`src/rtl/core/efb_pkg.sv`:
```
// ----------------------------------------------------------------------------
// efb_pkg
// Shared types and constants for the escaped frame builder: configuration
// fields, queue entry layout and the output sequencer steps.
// ----------------------------------------------------------------------------
package efb_pkg;

  localparam int BYTE_W     = 8;
  localparam int CRC_W      = 16;
  localparam int CFG_IDX_W  = 2;
  localparam int QDEPTH     = 4;
  localparam int QAW        = $clog2(QDEPTH);

  localparam logic [CRC_W-1:0]  CRC_POLY = 16'h8408;
  localparam logic [CRC_W-1:0]  CRC_INIT = 16'hFFFF;

  localparam logic [BYTE_W-1:0] START_RST = 8'hF0;
  localparam logic [BYTE_W-1:0] STOP_RST  = 8'hF1;
  localparam logic [BYTE_W-1:0] ESC_RST   = 8'hF2;
  localparam logic [BYTE_W-1:0] MASK_RST  = 8'hFF;

  // configuration register indexes
  typedef enum logic [CFG_IDX_W-1:0] {
    CFG_START  = 2'd0,
    CFG_STOP   = 2'd1,
    CFG_ESC    = 2'd2,
    CFG_MASK   = 2'd3
  } cfg_idx_t;

  typedef struct packed {
    logic [BYTE_W-1:0] start_marker;
    logic [BYTE_W-1:0] stop_marker;
    logic [BYTE_W-1:0] escape_marker;
    logic [BYTE_W-1:0] escape_mask;
  } cfg_t;

  // one classified input word, as queued between front and back
  typedef struct packed {
    logic [BYTE_W-1:0] data;
    logic              first;
    logic              last;
    logic [CRC_W-1:0]  crc_fin;
    logic              esc_data;
    logic              esc_hi;
    logic              esc_lo;
  } entry_t;

  // output sequencer steps
  typedef enum logic [2:0] {
    ST_START    = 3'd0,
    ST_DATA_ESC = 3'd1,
    ST_DATA     = 3'd2,
    ST_HI_ESC   = 3'd3,
    ST_HI       = 3'd4,
    ST_LO_ESC   = 3'd5,
    ST_LO       = 3'd6,
    ST_STOP     = 3'd7
  } step_t;

endpackage

```
`src/rtl/core/efb_front.sv`:
```
// ----------------------------------------------------------------------------
// efb_front
// Input side: runs the CRC over payload bytes and classifies each word
// (escape needs of the byte and of the closing CRC bytes) for the queue.
// ----------------------------------------------------------------------------
module efb_front (
  input  logic                       clk,
  input  logic                       rst,
  input  efb_pkg::cfg_t              cfg,
  input  logic                       accept,
  input  logic [efb_pkg::BYTE_W-1:0] in_byte,
  input  logic                       byte_kind,
  input  logic                       packet_first,
  input  logic                       packet_last,
  output efb_pkg::entry_t            entry
);
  import efb_pkg::*;

  logic [CRC_W-1:0] crc_reg;
  logic [CRC_W-1:0] crc_base;
  logic [CRC_W-1:0] crc_new;
  logic [CRC_W-1:0] crc_fin;

  // one reflected crc byte step, eight bit steps
  function automatic logic [CRC_W-1:0] crc_byte(input logic [CRC_W-1:0] c_in,
                                                input logic [BYTE_W-1:0] d);
    logic [CRC_W-1:0] c;
    c = c_in;
    for (int i = 0; i < BYTE_W; i++) begin
      if (c[0] ^ d[i]) begin
        c = (c >> 1) ^ CRC_POLY;
      end else begin
        c = c >> 1;
      end
    end
    return c;
  endfunction

  function automatic logic needs_esc(input logic [BYTE_W-1:0] b, input cfg_t c);
    return (b == c.start_marker) || (b == c.stop_marker) || (b == c.escape_marker);
  endfunction

  // crc path
  always_comb begin
    crc_base = packet_first ? CRC_INIT : crc_reg;
    crc_new  = byte_kind ? crc_byte(crc_base, in_byte) : crc_base;
    crc_fin  = ~crc_new;
  end

  always_ff @(posedge clk) begin
    if (rst) begin
      crc_reg <= CRC_INIT;
    end else if (accept) begin
      crc_reg <= packet_last ? CRC_INIT : crc_new;
    end
  end

  // classified word
  always_comb begin
    entry.data     = in_byte;
    entry.first    = packet_first;
    entry.last     = packet_last;
    entry.crc_fin  = crc_fin;
    entry.esc_data = needs_esc(in_byte, cfg);
    entry.esc_hi   = needs_esc(crc_fin[CRC_W-1:BYTE_W], cfg);
    entry.esc_lo   = needs_esc(crc_fin[BYTE_W-1:0], cfg);
  end

endmodule

```
`src/rtl/core/efb_queue.sv`:
```
// ----------------------------------------------------------------------------
// efb_queue
// Small queue of classified words between the front and the back.
// ----------------------------------------------------------------------------
module efb_queue (
  input  logic            clk,
  input  logic            rst,
  input  logic            push,
  input  efb_pkg::entry_t push_data,
  output logic            full,
  input  logic            pop,
  output logic            not_empty,
  output efb_pkg::entry_t head
);
  import efb_pkg::*;

  entry_t         mem [QDEPTH];
  logic [QAW-1:0] wr_ptr;
  logic [QAW-1:0] rd_ptr;
  logic [QAW:0]   count;

  assign full      = (count == QDEPTH[QAW:0]);
  assign not_empty = (count != '0);
  assign head      = mem[rd_ptr];

  // storage
  always_ff @(posedge clk) begin
    if (push) begin
      mem[wr_ptr] <= push_data;
    end
  end

  // pointers and fill count
  always_ff @(posedge clk) begin
    if (rst) begin
      wr_ptr <= '0;
      rd_ptr <= '0;
      count  <= '0;
    end else begin
      if (push) begin
        wr_ptr <= wr_ptr + 1'b1;
      end
      if (pop) begin
        rd_ptr <= rd_ptr + 1'b1;
      end
      case ({push, pop})
        2'b10:   count <= count + 1'b1;
        2'b01:   count <= count - 1'b1;
        default: count <= count;
      endcase
    end
  end

  a_no_overflow: assert property (@(posedge clk) disable iff (rst)
    full |-> !push) else $error("queue written while full");
  a_no_underflow: assert property (@(posedge clk) disable iff (rst)
    pop |-> not_empty) else $error("queue read while empty");

endmodule

```
`src/rtl/core/efb_back.sv`:
```
// ----------------------------------------------------------------------------
// efb_back
// Output side: steps through the line bytes of the current word (start
// marker, escaped byte, escaped crc bytes, stop marker) into an output register.
// ----------------------------------------------------------------------------
module efb_back (
  input  logic                       clk,
  input  logic                       rst,
  input  efb_pkg::cfg_t              cfg,
  input  logic                       q_valid,
  input  efb_pkg::entry_t            q_head,
  output logic                       q_pop,
  output logic                       out_valid,
  input  logic                       out_ready,
  output logic [efb_pkg::BYTE_W-1:0] out_byte,
  output logic                       run_last,
  output logic                       frame_end
);
  import efb_pkg::*;

  entry_t            cur;
  logic              cur_valid;
  step_t             step;
  step_t             step_next;
  step_t             load_step;
  logic              done;
  logic              emit;
  logic [BYTE_W-1:0] emit_byte;

  assign emit  = cur_valid && (!out_valid || out_ready);
  assign q_pop = q_valid && (!cur_valid || (emit && done));

  // first step of a freshly loaded word
  always_comb begin
    if (q_head.first) begin
      load_step = ST_START;
    end else if (q_head.esc_data) begin
      load_step = ST_DATA_ESC;
    end else begin
      load_step = ST_DATA;
    end
  end

  // next step and byte for the current step
  always_comb begin
    step_next = step;
    done      = 1'b0;
    emit_byte = cur.data;
    case (step)
      ST_START: begin
        emit_byte = cfg.start_marker;
        step_next = cur.esc_data ? ST_DATA_ESC : ST_DATA;
      end
      ST_DATA_ESC: begin
        emit_byte = cfg.escape_marker;
        step_next = ST_DATA;
      end
      ST_DATA: begin
        emit_byte = cur.esc_data ? (cur.data ^ cfg.escape_mask) : cur.data;
        step_next = cur.esc_hi ? ST_HI_ESC : ST_HI;
        done      = !cur.last;
      end
      ST_HI_ESC: begin
        emit_byte = cfg.escape_marker;
        step_next = ST_HI;
      end
      ST_HI: begin
        emit_byte = cur.esc_hi ? (cur.crc_fin[CRC_W-1:BYTE_W] ^ cfg.escape_mask)
                               : cur.crc_fin[CRC_W-1:BYTE_W];
        step_next = cur.esc_lo ? ST_LO_ESC : ST_LO;
      end
      ST_LO_ESC: begin
        emit_byte = cfg.escape_marker;
        step_next = ST_LO;
      end
      ST_LO: begin
        emit_byte = cur.esc_lo ? (cur.crc_fin[BYTE_W-1:0] ^ cfg.escape_mask)
                               : cur.crc_fin[BYTE_W-1:0];
        step_next = ST_STOP;
      end
      ST_STOP: begin
        emit_byte = cfg.stop_marker;
        done      = 1'b1;
      end
      default: begin
        done = 1'b1;
      end
    endcase
  end

  // current word and step
  always_ff @(posedge clk) begin
    if (rst) begin
      cur_valid <= 1'b0;
      step      <= ST_DATA;
    end else if (q_pop) begin
      cur_valid <= 1'b1;
      step      <= load_step;
    end else if (emit) begin
      cur_valid <= !done;
      step      <= step_next;
    end
  end

  always_ff @(posedge clk) begin
    if (q_pop) begin
      cur <= q_head;
    end
  end

  // output register
  always_ff @(posedge clk) begin
    if (rst) begin
      out_valid <= 1'b0;
    end else if (emit) begin
      out_valid <= 1'b1;
    end else if (out_ready) begin
      out_valid <= 1'b0;
    end
  end

  always_ff @(posedge clk) begin
    if (emit) begin
      out_byte  <= emit_byte;
      run_last  <= done;
      frame_end <= (step == ST_STOP);
    end
  end

  a_end_is_last: assert property (@(posedge clk) disable iff (rst)
    (out_valid && frame_end) |-> run_last) else $error("stop marker not last of run");
  a_crc_only_on_last: assert property (@(posedge clk) disable iff (rst)
    (cur_valid && (step == ST_HI_ESC || step == ST_HI || step == ST_LO_ESC ||
                   step == ST_LO || step == ST_STOP)) |-> cur.last)
    else $error("trailer step on a word that does not close the packet");

endmodule

```
`src/rtl/core/escaped_frame_builder_crc16.sv`:
```
// ----------------------------------------------------------------------------
// escaped_frame_builder_crc16
// Byte stuffing framer with CRC-16/X-25 over the payload bytes.
// ----------------------------------------------------------------------------
// Usage:
//   Input channel (in_valid/in_ready) takes one packet byte per word with its
//   kind (header or payload) and first/last marks. Output channel
//   (out_valid/out_ready) gives one line byte per word; run_last marks the
//   last line byte caused by an input word, frame_end the closing stop marker.
//   Config channel (cfg_valid/cfg_ready, cfg_index, cfg_data) writes the start,
//   stop and escape markers and the escape mask; write it only while idle.
// Path: an accepted input word is written into the queue, loaded into the
//   current word register, and each line byte is registered on output.
// Throughput: while out_ready is high and a word is ready, the output sequencer
//   gives one line byte per cycle; an input word expands to 1 to 8 line bytes:
//   its data byte plus, as needed, start marker, escape bytes, two crc bytes
//   and stop marker. A four-word queue lets the input run ahead of the sequencer.
// Reset: markers return to 0xF0/0xF1/0xF2, mask to 0xFF, crc to 0xFFFF,
//   queue and output register empty.
// Stall: while out_ready is low the output word holds; the queue fills and
//   in_ready drops once it is full.
// ----------------------------------------------------------------------------
module escaped_frame_builder_crc16 (
  input  logic                          clk,
  input  logic                          rst,
  input  logic                          in_valid,
  output logic                          in_ready,
  input  logic [efb_pkg::BYTE_W-1:0]    in_byte,
  input  logic                          byte_kind,
  input  logic                          packet_first,
  input  logic                          packet_last,
  output logic                          out_valid,
  input  logic                          out_ready,
  output logic [efb_pkg::BYTE_W-1:0]    out_byte,
  output logic                          run_last,
  output logic                          frame_end,
  input  logic                          cfg_valid,
  output logic                          cfg_ready,
  input  logic [efb_pkg::CFG_IDX_W-1:0] cfg_index,
  input  logic [efb_pkg::BYTE_W-1:0]    cfg_data
);
  import efb_pkg::*;

  cfg_t   cfg;
  entry_t fe_entry;
  entry_t q_head;
  logic   q_full;
  logic   q_valid;
  logic   q_pop;
  logic   in_accept;

  assign cfg_ready = 1'b1;
  assign in_ready  = !q_full;
  assign in_accept = in_valid && in_ready;

  // configuration registers
  always_ff @(posedge clk) begin
    if (rst) begin
      cfg.start_marker  <= START_RST;
      cfg.stop_marker   <= STOP_RST;
      cfg.escape_marker <= ESC_RST;
      cfg.escape_mask   <= MASK_RST;
    end else if (cfg_valid) begin
      case (cfg_idx_t'(cfg_index))
        CFG_START: cfg.start_marker  <= cfg_data;
        CFG_STOP:  cfg.stop_marker   <= cfg_data;
        CFG_ESC:   cfg.escape_marker <= cfg_data;
        CFG_MASK:  cfg.escape_mask   <= cfg_data;
        default:   cfg.escape_mask   <= cfg.escape_mask;
      endcase
    end
  end

  efb_front u_front (
    .clk          (clk),
    .rst          (rst),
    .cfg          (cfg),
    .accept       (in_accept),
    .in_byte      (in_byte),
    .byte_kind    (byte_kind),
    .packet_first (packet_first),
    .packet_last  (packet_last),
    .entry        (fe_entry)
  );

  efb_queue u_queue (
    .clk       (clk),
    .rst       (rst),
    .push      (in_accept),
    .push_data (fe_entry),
    .full      (q_full),
    .pop       (q_pop),
    .not_empty (q_valid),
    .head      (q_head)
  );

  efb_back u_back (
    .clk       (clk),
    .rst       (rst),
    .cfg       (cfg),
    .q_valid   (q_valid),
    .q_head    (q_head),
    .q_pop     (q_pop),
    .out_valid (out_valid),
    .out_ready (out_ready),
    .out_byte  (out_byte),
    .run_last  (run_last),
    .frame_end (frame_end)
  );

endmodule
```
`config.mk`:
```
export PLATFORM = sky130hd
export DESIGN_NAME = escaped_frame_builder_crc16
export DESIGN_NICKNAME = d
export VERILOG_FILES = /design/src/rtl/core/efb_pkg.sv /design/src/rtl/core/efb_front.sv /design/src/rtl/core/efb_queue.sv /design/src/rtl/core/efb_back.sv /design/src/rtl/core/escaped_frame_builder_crc16.sv
export SDC_FILE = /design/constraint.sdc
export NUM_CORES = 1
export LEC_CHECK = 0
export BUFFER_PORTS_ARGS = -buffer_cell sky130_fd_sc_hd__buf_2
export CAP_MARGIN = 25
export CORE_AREA = 4 4 151 298
export DETAILED_ROUTE_END_ITERATION = 7
export DIE_AREA = 0 0 155 302
export SLEW_MARGIN = 0
export SYNTH_ARGS = -nofsm -noshare
export SYNTH_HDL_FRONTEND = slang
export SYNTH_HIERARCHICAL = 1
export SYNTH_SLANG_ARGS = --single-unit
export TNS_END_PERCENT = 1
```
`constraint.sdc`:
```
create_clock -name clk -period 3.7 [get_ports clk]
set_clock_uncertainty 0.2 [all_clocks]
set_input_delay 0.37 -clock clk [delete_from_list [all_inputs] [get_ports clk]]
set_output_delay 0.37 -clock clk [all_outputs]
set_load 0.1 [all_outputs]
```
==> key figures <==
Placement
  • Post-placement worst setup slack: 410 ps
  • HPWL Detailed: 22,700 um
  • IO Port Bufs: 37
  • Routability cong.: 0.904
  • DP Area: 11,300 um2
  • Cell count after placement: 1,386

Routing
  • Wire length per cell: 21.8 um
  • Wirelength, routed: 31,100 um
  • First-pass iteration count of the detailed router: 5
  • Number of DRC markers after the initial detailed-route iteration: 379
  • DRC Markers: 0
  • Total vias in the final route: 6,823
  • DR vias/cell: 4.78
  • Antenna violation net count after detailed routing: 0

Worst setup path
  • WS Path Type: register to register
  • Category of the worst setup path launch point: register
  • Critical path endpoint category: register
  • R2R cell count: 8
  • Required time at the worst-slack endpoint: 3800 ps
  • Highest fanout seen on the critical path: 7
  • Critical path arrival: 3120 ps

Synth
  • Largest cells by area after synthesis: sky130_fd_sc_hd__edfxtp_1 (44%), sky130_fd_sc_hd__dfxtp_1 (12%), sky130_fd_sc_hd__mux4_2 (6.0%)
  • Synth area leader: sky130_fd_sc_hd__edfxtp_1
  • Portion of synthesized cell area occupied by the leading cell type: 43.8%
  • Gate count after technology mapping: 834
  • Net count after synthesis: 866
  • Synth Flop Type: sky130_fd_sc_hd__edfxtp_1
  • Count of synthesis-stage warnings from yosys: 6
  • Number of synthesized register bits: 216
  • Post-synth design cell area: 10,600 um2
  • Number of distinct library cells after synthesis: 75
  • Average footprint of a synthesized cell: 12.7 um2
  • Number of flops mapped to enable cells by yosys: 154
  • Async set or reset register ratio after synthesis: 0%
  • Sequential fraction of the synthesis area: 55.6%
  • List of most frequent post-synthesis cells: sky130_fd_sc_hd__edfxtp_1 (154), sky130_fd_sc_hd__nor2_1 (74), sky130_fd_sc_hd__dfxtp_1 (62)
  • Most frequent cell after synthesis: sky130_fd_sc_hd__edfxtp_1

Final layout
  • Max FFs per register: 116
  • Filler cell count in the final layout: 4,308
  • Register name with the most flops: u_queue/mem
  • Largest registers: u_queue/mem (116), cfg (32), u_back/cur (28)
  • Final Core Density: 28.1%
  • Final layout net count: 901
  • Syn-to-layout area delta: 13.5%
  • Design Area, Final: 12,000 um2
  • Non-Filler Instances: 1,427
  • Share of cells above drive strength 1: 17.1%

Timing
  • Sum Neg Setup Slack: 0 ps
  • Max Freq: 0.331 GHz
  • Number of hold violations in the final report: 0
  • Final hold slack: 12.2 ps
  • Final WS setup: 681 ps
  • Crit share post-route: 81.6%
  • Worst slew margin relative to its limit: 34.2%
  • Setup repair after global routing missed its margin: no
  • Min Tclk post-route: 3020 ps
  • Actual transition at the worst max-transition pin: 988 ps
  • Final count of pins violating max slew: 0
  • Setup violation total in the final timing report: 0

Die
  • Width of the die: 155 um
  • Num rows: 107
  • Standard cell core area: 42,700 um2
  • Die height: 302 um
  • I/O pin cnt: 39
  • Initial Util: 24.7%
  • Total die area: 46,800 um2

Power
  • Power after layout: 8.17 mW
  • Sw frac: 34.7%
  • Combinational fraction of design power: 30.3%
  • Power Dens Cells: 682 nW/um2
  • Switching power summed over all nets: 2.83 mW
  • Static leakage: 4.27 nW
  • Part of the total power dissipated in sequential elements: 43.7%
  • Fraction of power consumed by the clock network: 26.0%
  • Peak ir drop on the vdd network: 282 uV
  • Internal power: 5.33 mW

Clock tree
  • Maximum root-to-sink buffer count: 3
  • Clock H-tree levels: 1
  • Clock tree from TritonCTS: done
  • Clk sinks: 216
  • Skew-Pair Late Insertion Delay: 510 ps
  • Clock input transition at the sequential cells of the worst setup and hold paths: 70 ps
  • Count of hold-fix buffers inserted at cts: 7
  • Gates resized, CTS repair: 0
  • Buffer cell driving the clock tree root: sky130_fd_sc_hd__clkbuf_16
  • Number of buffers inserted during clock tree synthesis: 19
  • Number of setup buffers added after CTS: 0

GRT
  • Remaining global-route overflow: 0
  • Overall fraction of global-route tracks in use: 13.1%
  • Number of global-route vias before repair: 7,004
  • First-pass GRT wire length: 45,500 um
  • Pin count of the biggest net entering global routing: 42
  • Antenna violations before repair: 2

Min path
  • Hold crit path type: primary input to register
  • Number of cells traversed by the worst hold path: 3

Run status
  • Run status: completed

Job
  • # Max-Cap Violations: 0
[layer usage]
layer	GRT usage (%)	wire length, um
met5	0	13
met4	9.49	2440
met3	1.68	1300
met2	25.4	17300
met1	12.3	10000
[final cells by class]
type	instances	area [um2]	share of cell area (%)
sequential	216	5870	49.0
multi-input combinational	530	4190	34.9
tap	545	682	5.69
clock buffer	22	487	4.06
timing repair buffer	73	485	4.05
clock inverter	11	161	1.35
inverter	29	109	0.909
antenna	1	2.50	0.0209
[cell usage in the layout (no fill, tap or decap), types with 28 or more instances in the layout]
master,instances
sky130_fd_sc_hd__edfxtp_1,154
sky130_fd_sc_hd__nor2_1,74
sky130_fd_sc_hd__dfxtp_1,61
sky130_fd_sc_hd__xnor2_1,58
sky130_fd_sc_hd__xor2_1,52
sky130_fd_sc_hd__mux2i_1,37
sky130_fd_sc_hd__buf_2,37
sky130_fd_sc_hd__nand2_1,36
sky130_fd_sc_hd__inv_1,29
sky130_fd_sc_hd__buf_4,28
sky130_fd_sc_hd__mux4_2,28
[power by group through the flow]
| stage | Combinational [mW] | Clock [mW] | Sequential, mW |
|---|---|---|---|
| 2_1_floorplan | 1.62 | 0 | 3.79 |
| 3_3_place_gp | 2.43 | 0 | 3.62 |
| 3_5_place_dp | 2.47 | 0 | 3.64 |
| 4_1_cts | 2.49 | 2.17 | 3.58 |
| 5_1_grt | 2.65 | 2.26 | 3.62 |
| 6_report | 2.47 | 2.13 | 3.57 |
[cell families (layout without fill, tap and decap cells)]
group	Yosys count	count (layout)	share of synthesized area (%)
DFF	216	216	55.6
and+or+nand+nor	210	210	9.98
AOI/OAI and AO/OA	130	130	8.74
xor gates and xnor gates	116	116	10.3
buffers and inverters	88	135	4.76
muxes	67	67	9.84
adders and majority gates	6	6	0.783
other	1	2	0.0355
[worst paths after layout]
path	slack, ps	startpoint	end
max	680	u_front/crc_reg[2]$_SDFFE_PP1P_	u_queue/mem[3][1]$_DFFE_PP_
min	10	cfg_data[6]	cfg[14]$_SDFFE_PP1P_
max reg2reg	680	u_front/crc_reg[2]$_SDFFE_PP1P_	u_queue/mem[3][1]$_DFFE_PP_
min reg2reg	300	u_queue/count[2]$_SDFFE_PP0P_	u_queue/count[2]$_SDFFE_PP0P_
[worst max-delay path, stage by stage (launching register included)]
cell                       delay (ps)
sky130_fd_sc_hd__dfxtp_1          470
sky130_fd_sc_hd__nor2_1           130
sky130_fd_sc_hd__xnor2_1          440
sky130_fd_sc_hd__xnor3_1          370
sky130_fd_sc_hd__a21oi_4          300
sky130_fd_sc_hd__xnor2_1          130
sky130_fd_sc_hd__nor4_2           340
sky130_fd_sc_hd__a221oi_1         160
sky130_fd_sc_hd__o21ai_1          300
No activity file was read; power rests on OpenSTA's default activity.
